===== src/rtl/fbtt_ram.sv =====
// Generic single-write, single-read RAM with registered read data.
module fbtt_ram #(
   parameter int Width = 8,
   parameter int Depth = 32
) (
   input  logic                     clock,
   input  logic                     wr_en,
   input  logic [$clog2(Depth)-1:0] wr_addr,
   input  logic [Width-1:0]         wr_data,
   input  logic [$clog2(Depth)-1:0] rd_addr,
   output logic [Width-1:0]         rd_data
);

   logic [Width-1:0] mem_ff [Depth];

   always_ff @(posedge clock) begin
      if (wr_en) begin
         mem_ff[wr_addr] <= wr_data;
      end
      rd_data <= mem_ff[rd_addr];
   end

endmodule


===== config.mk =====
export PLATFORM = sky130hd
export DESIGN_NAME = fbtt_ram
export DESIGN_NICKNAME = d
export VERILOG_FILES = /design/src/rtl/fbtt_ram.sv
export SDC_FILE = /design/constraint.sdc
export NUM_CORES = 1
export LEC_CHECK = 0
export ABC_AREA = 1
export BUFFER_PORTS_ARGS = -buffer_cell sky130_fd_sc_hd__buf_2
export CAP_MARGIN = 40
export CORE_AREA = 3 3 239 171
export CTS_CLUSTER_DIAMETER = 120
export DETAILED_ROUTE_END_ITERATION = 12
export DIE_AREA = 0 0 242 174
export HOLD_SLACK_MARGIN = 0.02
export MAX_ROUTING_LAYER = met4
export PLACE_DENSITY_LB_ADDON = 0.08
export SYNTH_ARGS = -nofsm -noshare
export SYNTH_HDL_FRONTEND = slang
export SYNTH_SLANG_ARGS = --single-unit

===== constraint.sdc =====
create_clock -name clock -period 1.2 [get_ports clock]
set_clock_uncertainty 0.2 [all_clocks]
set_input_delay 0.12 -clock clock [delete_from_list [all_inputs] [get_ports clock]]
set_output_delay 0.12 -clock clock [all_outputs]
set_load 0.02 [all_outputs]

Yosys cells after proc, flatten, opt, wreduce, memory -nomap -nowiden
Memories as Yosys holds them, arrays and structs flattened. A register that Yosys moved wholly into a read port is not among the register bits.
Index checks and enable logic that the tools add are counted.
- mux-type cells: 2
- operators with widths (operator ; count):
    $mux 1 ; 2
- output and inout port bits: 8
- logic and storage cells: 3
- bits in writable memories: 256
- register bits after elaboration: 0
- memories kept: 1
- input port bits: 20
- memories (memory ; depth ; bits a word ; rd ports ; clocked after Yosys merged registers in ; wr ports ; line ; source):
    mem_ff ; 32 ; 8 ; 1 ; 1 ; 1 ; 14 ; logic [Width-1:0] mem_ff [Depth];

Longest topological paths before layout
Gate-level depths: netlist of run 1.
- depth in word-level cells: 2
- gate-level depth with buffers: 11
- depth with buffers taken out: 9

Worst setup path before layout of run 1
Ideal clock, no wire load.
- kind: input to register
- start: in wr_addr[0]
- end: mem mem_ff[0][0], enable pin
- required time: 630 ps
- buffers on the path: 0
- cell stages on the path: 3
- library setup time: 370 ps
- arrival: 784 ps
- setup slack: -154 ps
- path through: inv_1 > nand3_1 > nor2_1
- RTL lines (element ; line ; source):
    from (decl) ; 8 ; input logic [$clog2(Depth)-1:0] wr_addr,
    to (decl) ; 14 ;
Straight into the memory's write port.

Final worst setup path of run 1
- start: reg rd_data[0] (read register of mem_ff)
- end: out rd_data[0]
- RTL lines (element ; line ; source):
    from (decl) ; 11 ; output logic [Width-1:0] rd_data
No word-level cell between the ends.

==> results of run 1 <==
==> registers in the layout (all words and copies together), names as in the netlist <==
name / count
mem_ff: 256
rd_data: 8
==> cell families after synthesis <==
logic type,Yosys count,synth area share
buffers and inverters,62,0.0414
flip-flops,264,0.728
AND/OR/NAND/NOR,596,0.231
==> path summary, 6_finish.rpt <==
kind / startpoint / end / slack [ns] / cells past startpoint
min reg2reg: mem_ff[10][6]$_DFFE_PP_ / rd_data[6]$_DFF_P_ / 0.57 / 8
max: rd_data[0]$_DFF_P_ / rd_data[0] / -0.16 / 1
min: wr_data[1] / mem_ff[28][1]$_DFFE_PP_ / -0.001 / 1
max reg2reg: mem_ff[23][2]$_DFFE_PP_ / rd_data[2]$_DFF_P_ / -0.13 / 8
==> per-layer routing <==
metal | track usage | up-vias
met5 | - | -
met4 | 0.0280 | 0
met3 | 0.0254 | 42
met2 | 0.232 | 103
met1 | 0.241 | 3455
li1 | - | 3410
==> per-stage QoR <==
| step | setup WS (ns) | TNS [ns] | total power (µW) | area [µm²] | instances |
|---|---|---|---|---|---|
| 2_1_floorplan | -0.154 | -35.01 | 11300 | 10800 | 922 |
| 3_3_place_gp | -0.578 | -81.02 | 12100 | 12100 | 1516 |
| 3_5_place_dp | -0.572 | -80.73 | 12000 | 12100 | 1516 |
| 4_1_cts | -0.203 | -2.22 | 20900 | 13400 | 1573 |
| 5_1_grt | -0.201 | -2.67 | 21500 | 13600 | 1573 |
| 6_report | -0.155 | -1.76 | 20700 | 13600 | 1573 |
==> cells in the mapped netlist (all sizes together) <==
master,instances,area [µm²]
dfxtp,8,160
buf,45,383
nand2,360,1350
nand3,204,1020
inv,10,37.5
nor2,32,120
clkbuf,7,26.3
edfxtp,256,7690
==> timing repair <==
action / CTS / global route
hold endpoints to repair: 181 / 24
setup endpoints to repair: 16 / 16
pin swaps: 42 / 44
buffers inserted: 0 / 0
gates resized for setup: 85 / 52
==> layout make-up <==
cell class	instances	share of cell area
inverter	10	0.00295
multi-input combinational	596	0.218
sequential	264	0.579
timing repair buffer	124	0.0841
clock inverter	16	0.00977
clock buffer	36	0.0576
tap	527	0.0486
==> power by group through the flow <==
| stage | combinational [µW] | clock [µW] | sequential (µW) |
|---|---|---|---|
| finish | 1710 | 8720 | 10300 |
| CTS | 1680 | 8950 | 10300 |
| global route | 1880 | 9350 | 10300 |
| detailed placement | 1550 | 0 | 10500 |
| floorplan | 742 | 0 | 10500 |
| global placement | 1560 | 0 | 10500 |
==> impl_metrics.ini, run 1 <==
[status]
status = finished with violations
violations = hold timing, setup timing

[critical_path]
cp_data_required_time_ns = 0.88
endpoint_kind = output pin
start_kind = flop
arrival_ns = 1.04
crit_buf_inv = 1
max_stage_delay_ns = 0.35
crit_path_max_fanout = 1
crit_chain = buf_6
critPathTopFamily = flip-flops
path_class = flop to output pin
slowest_stage = dfxtp_4

[floorplan]
die_y_um = 174
rows = 60
die_area_um2 = 42100
start_util = 0.281
io_pins = 28
die_w_um = 242
core_um2 = 38400

[sta]
clock.fmax_mhz = 738
fin_ws_ns = -0.155
holdWs_ns = -0.00118
finalCriticalPeriod_ns = 1.36
max_slew_margin = 0.442
rsz0062_at_grt = true
setup_viol = 16
fin_crit_sh = 1.13
finalHoldViolations = 1
drv_slew = 0
tightest_slew_ns = 0.838

[cts]
htreeDepth = 1
postCtsHoldBufs = 5
cts_num_sinks = 264
cts_tree = done
clkSlewWorstSetupHoldPaths_ns = 0.06
clockBufferDepth = 3
cts-root-buf = clkbuf_16
insertion_delay_ns = 0.56
cts_buffers = 28

[drt]
routed_via_density = 4.46
wl_um = 32800
wire_per_inst_um = 20.9
met2_length_um = 14100
firstDrtPassIters = 4
wl_met3_um = 1100
drt-initial-drc-count = 524
antenna_left = 0
met1_length_um = 17200
num_vias = 7010
drc = 0
highest_layer = met4

[place]
hpwl_um = 19900
io_buffers = 27
place_congestion = 0.732

[logic_synthesis]
ys_types = 12
yosysSeqAreaShare = 0.728
syn_area_um2 = 10800
ys_seq_elements = 264
ys_warn_count = 0
syn_area_per_cell_um2 = 11.7
syn-instance-count = 922
postSynthNetCount = 942

[job]
maxCapViolCount = 0

[finish]
drive_above_1_share = 0.273
multi_input_area_um2 = 2960
layout_commonest_cell = nand2_1
area_growth_pct = 25.8
fill_cells = 3858
mostFrequentLayoutCells = 317 x nand2_1, 256 x edfxtp_1, 137 x nand3_1
utilization = 0.353
nets = 1044
area.sequential_um2 = 7860
antenna_cells = 0

[power_and_ir_drop]
swShare = 0.235
combPwrFrac = 0.082
p_sw_uw = 4880
p_clk_frac = 0.421
power_frac_seq = 0.497
ir_worst_vdd_mv = 0.984
cellPowerDensity_nw_per_um2 = 1530
internal-power_uw = 15800
power.leakage_uw = 0.00505

[global_routing]
first_global_vias = 7037
grt_overflow = 0
grt_first_pass_wirelength_um = 48900
grt.total_usage = 0.161
antenna_found_initial = 0
grt_start_max_net_pins = 58

[worst_hold_path]
hold_class = input port to flop
(Power assumes the default switching activity.)
==> run 2: changes to the inputs <==
CORE_AREA = 3 3 153 266   (was 3 3 239 171)
DIE_AREA = 0 0 156 269   (was 0 0 242 174)
==> impl_metrics.ini, run 2 (same netlist as run 1, synthesis figures left out) <==
[critical_path]
crit_path_start = rd_data[7]$_DFF_P_
crit_path_max_fanout = 1
r2r-end = rd_data[4]$_DFF_P_
start_kind = flop
crit_chain = buf_6
endpoint_kind = output pin
critPathTopFamily = flip-flops
path_depth = 1
arrival_ns = 1.02
slowest_stage = dfxtp_4
crit_buf_inv = 1
r2r_slack_ns = -0.10
crit_path_end = rd_data[7]
max_stage_delay_ns = 0.35
path_class = flop to output pin
r2r-start = mem_ff[11][4]$_DFFE_PP_
r2r_cells = 8
cp_data_required_time_ns = 0.88

[global_routing]
grt_start_max_net_pins = 45
grt_first_pass_wirelength_um = 48800
met2_usage = 0.286
grt_util_met3 = 0.0157
grt.total_usage = 0.162
met1_usage = 0.199
antenna_found_initial = 0
first_global_vias = 7443
busiest_layer = met2
grt_overflow = 0

[sta]
drv_slew = 0
rsz0062_at_grt = true
fin_tns_setup_ns = -1.47
tightest_slew_ns = 0.828
finalHoldViolations = 25
clock.fmax_mhz = 749
holdWs_ns = -0.0259
max_slew_margin = 0.448
fin_ws_ns = -0.135
fin_crit_sh = 1.11
setup_viol = 16
finalCriticalPeriod_ns = 1.34

[finish]
area_growth_pct = 25.0
drive_above_1_share = 0.265
nets = 1041
antenna_cells = 0
layout_commonest_cell = nand2_1
regMostFlops = mem_ff
largest_register_ffs = 256
mostFrequentLayoutCells = 314 x nand2_1, 256 x edfxtp_1, 136 x nand3_1
reg.largest.list = mem_ff (256), rd_data (8)

[floorplan]
die_w_um = 156
rows = 95
io_pins = 28
die_area_um2 = 42000
core_um2 = 38600
die_y_um = 269
start_util = 0.279

[place]
io_buffers = 27
pre_cts_ws_ns = -0.508
place_congestion = 0.796
hpwl_um = 20600

[cts]
cts-root-buf = clkbuf_16
postCtsSetupRepairBufs = 0
htreeDepth = 1
postCtsHoldBufs = 5
cts_num_sinks = 264
cts_tree = done
cts_buffers = 26
clockBufferDepth = 3
insertion_delay_ns = 0.54
clkSlewWorstSetupHoldPaths_ns = 0.06

[power_and_ir_drop]
power.leakage_uw = 0.00501
cellPowerDensity_nw_per_um2 = 1480
power_uw = 19900
ir_worst_vdd_mv = 0.895

[drt]
drt-initial-drc-count = 365
antenna_left = 0
firstDrtPassIters = 4
drc = 0
routed_via_density = 4.56
num_vias = 6941
wire_per_inst_um = 21.1
wl_um = 32100

[worst_hold_path]
hold_class = input port to flop

[status]
status = finished with violations
violations = hold timing, setup timing

[job]
maxCapViolCount = 0
run 2: what timing repair did:
item,4_1_cts,5_1_grt
setup endpoints to repair,16,16
resized for setup,106,38
pin swaps,63,34
endpoints found under the hold margin,136,17
run 2: how the worst min path moves through the flow:
| stage | slack (ns) | endpoint | from | cells past startpoint |
|---|---|---|---|---|
| 2_1_floorplan | 0.02 | mem_ff[0][0]$_DFFE_PP_ | wr_data[0] | 0 |
| 4_1_cts | -0.0001 | mem_ff[17][3]$_DFFE_PP_ | wr_data[3] | 1 |
| 6_report | -0.03 | mem_ff[2][0]$_DFFE_PP_ | wr_data[0] | 1 |
| 5_1_grt | -0.01 | mem_ff[2][0]$_DFFE_PP_ | wr_data[0] | 1 |
| 3_5_place_dp | 0.25 | rd_data[4]$_DFF_P_ | rd_addr[4] | 3 |
| 3_3_place_gp | 0.26 | rd_data[4]$_DFF_P_ | rd_addr[4] | 3 |
run 2: per-stage QoR:
stage | cells | utilization | area, µm² | hold WS, ns
2_1_floorplan | 922 | - | 10800 | 0.0189
3_3_place_gp | 1473 | 0.313 | 12100 | 0.256
3_5_place_dp | 1473 | 0.313 | 12100 | 0.247
4_1_cts | 1522 | 0.345 | 13300 | -0.0000994
5_1_grt | 1522 | 0.349 | 13500 | -0.0132
6_report | 1522 | 0.349 | 13500 | -0.0259
run 2: routing by layer:
| metal | share of wire | wire length (µm) | vias to the layer above |
|---|---|---|---|
| li1 | - | - | 3391 |
| met1 | 0.42 | 13500 | 3416 |
| met2 | 0.53 | 17000 | 94 |
| met3 | 0.029 | 940 | 40 |
| met4 | 0.021 | 680 | 0 |
| met5 | 0 | 0 | - |
run 2: where the power goes:
part / internal [µW] / switching (µW)
clock: 4510 / 3380
sequential: 10300 / 54.3
combinational: 604 / 1140
total: 15400 / 4570
run 2: cell type report:
type | instances | area [µm²]
sequential | 264 | 7860
tap | 485 | 607
inverter | 10 | 40.0
timing repair buffer | 123 | 1200
clock inverter | 10 | 95.1
fill | 3862 | 25100
multi-input combinational | 596 | 2990
clock buffer | 34 | 702
==> run 3: changes to the inputs <==
SETUP_SLACK_MARGIN = 0.2   (was unset)
clock period = 1.4 ns   (was 1.2 ns; I/O delays follow)
==> impl_metrics.ini, run 3 (same netlist as run 1, synthesis figures left out) <==
[status]
status = finished, final reports clean

[sta]
finalHoldViolations = 0
drv_slew = 0
tightest_slew_ns = 0.838
rsz0062_at_grt = true
fin_ws_ns = 0.0420
setup_viol = 0
clock.fmax_mhz = 736
holdWs_ns = 0.00827
max_slew_margin = 0.441
fin_crit_sh = 0.970
finalCriticalPeriod_ns = 1.36

[critical_path]
crit_buf_inv = 1
path_class = flop to output pin
start_kind = flop
slowest_stage = dfxtp_4
crit_path_max_fanout = 1
max_stage_delay_ns = 0.36
crit_chain = buf_6
endpoint_kind = output pin
arrival_ns = 1.02
critPathTopFamily = flip-flops
cp_data_required_time_ns = 1.06

[global_routing]
grt_start_max_net_pins = 44
antenna_found_initial = 0
first_global_vias = 7285
grt.total_usage = 0.162
grt_first_pass_wirelength_um = 48400
grt_overflow = 0

[drt]
antenna_left = 0
firstDrtPassIters = 4
drc = 0
routed_via_density = 4.55
wl_um = 32400
wire_per_inst_um = 21.3
drt-initial-drc-count = 376
num_vias = 6909

[floorplan]
die_y_um = 269
rows = 95
start_util = 0.279
die_area_um2 = 42000
io_pins = 28
core_um2 = 38600
die_w_um = 156

[finish]
antenna_cells = 0
multi_input_area_um2 = 3010
utilization = 0.349
reg.largest.list = mem_ff (256), rd_data (8)
area.sequential_um2 = 7860
mostFrequentLayoutCells = 319 x nand2_1, 256 x edfxtp_1, 129 x nand3_1
fill_cells = 3818
largest_register_ffs = 256
regMostFlops = mem_ff
drive_above_1_share = 0.272
area_growth_pct = 25.0
layout_commonest_cell = nand2_1
nets = 1038

[cts]
htreeDepth = 1
insertion_delay_ns = 0.53
cts_buffers = 25
cts-root-buf = clkbuf_16
clockBufferDepth = 3
clkSlewWorstSetupHoldPaths_ns = 0.06
postCtsSetupRepairBufs = 0
cts_tree = done
cts_num_sinks = 264

[place]
io_buffers = 27
place_congestion = 0.761
hpwl_um = 20900
pre_cts_ws_ns = -0.410

[power_and_ir_drop]
power_uw = 17200
ir_worst_vdd_mv = 0.715
cellPowerDensity_nw_per_um2 = 1280
power.leakage_uw = 0.00502

[worst_hold_path]
hold_class = input port to flop

[job]
maxCapViolCount = 0
-- run 3: cell count changes in the layout (fill, tap and decap cells not counted), sizes merged --
cell | before | now
clkinvlp | 1 | 3
dlygate4sd3 | 5 | 3
clkbuf | 34 | 29
bufinv | 2 | 4
-- run 3: path summary, 6_finish.rpt --
check / startpoint / endpoint / slack, ns / cells past startpoint
worst min register to register: mem_ff[4][7]$_DFFE_PP_ / rd_data[7]$_DFF_P_ / 0.59 / 8
worst min-delay path: wr_data[0] / mem_ff[7][0]$_DFFE_PP_ / 0.008 / 1
worst max register to register: mem_ff[11][2]$_DFFE_PP_ / rd_data[2]$_DFF_P_ / 0.09 / 8
worst max-delay path: rd_data[7]$_DFF_P_ / rd_data[7] / 0.04 / 1
-- run 3: what timing repair did --
item                                   in CTS  in global routing
resized for setup                         103                 44
endpoints found under the hold margin      40                  0
setup endpoints to repair                  16                 16
pin swaps                                  56                 46
hold buffers                                3                  0
-- run 3: power by group --
| group | internal, µW | switching, µW |
|---|---|---|
| sequential | 8790 | 43.1 |
| clock | 4010 | 2920 |
| combinational | 506 | 982 |
-- run 3: metrics by stage --
step / instances / TNS [ns] / cell area [µm²]
4_1_cts: 1519 / 0 / 13300
5_1_grt: 1519 / 0 / 13500
6_report: 1519 / 0 / 13500
2_1_floorplan: 922 / 0 / 10800
3_5_place_dp: 1473 / -13.41 / 12100
3_3_place_gp: 1472 / -12.67 / 12000
-- run 3: per-layer routing --
metal	GRT usage	share of wire	up-vias
met3	0.0148	0.022	44
met2	0.285	0.52	95
met4	0.0502	0.027	0
met1	0.197	0.43	3384
li1	-	-	3386
met5	-	0	-
-- run 3: cell type report --
| type | instances | share of cell area |
|---|---|---|
| clock buffers | 29 | 0.0475 |
| clock inverters | 14 | 0.0131 |
| inverters | 10 | 0.00297 |
| multi-input cells | 596 | 0.223 |
| flip-flops and latches | 264 | 0.583 |
| well taps | 485 | 0.0450 |
| repair buffers | 121 | 0.0853 |
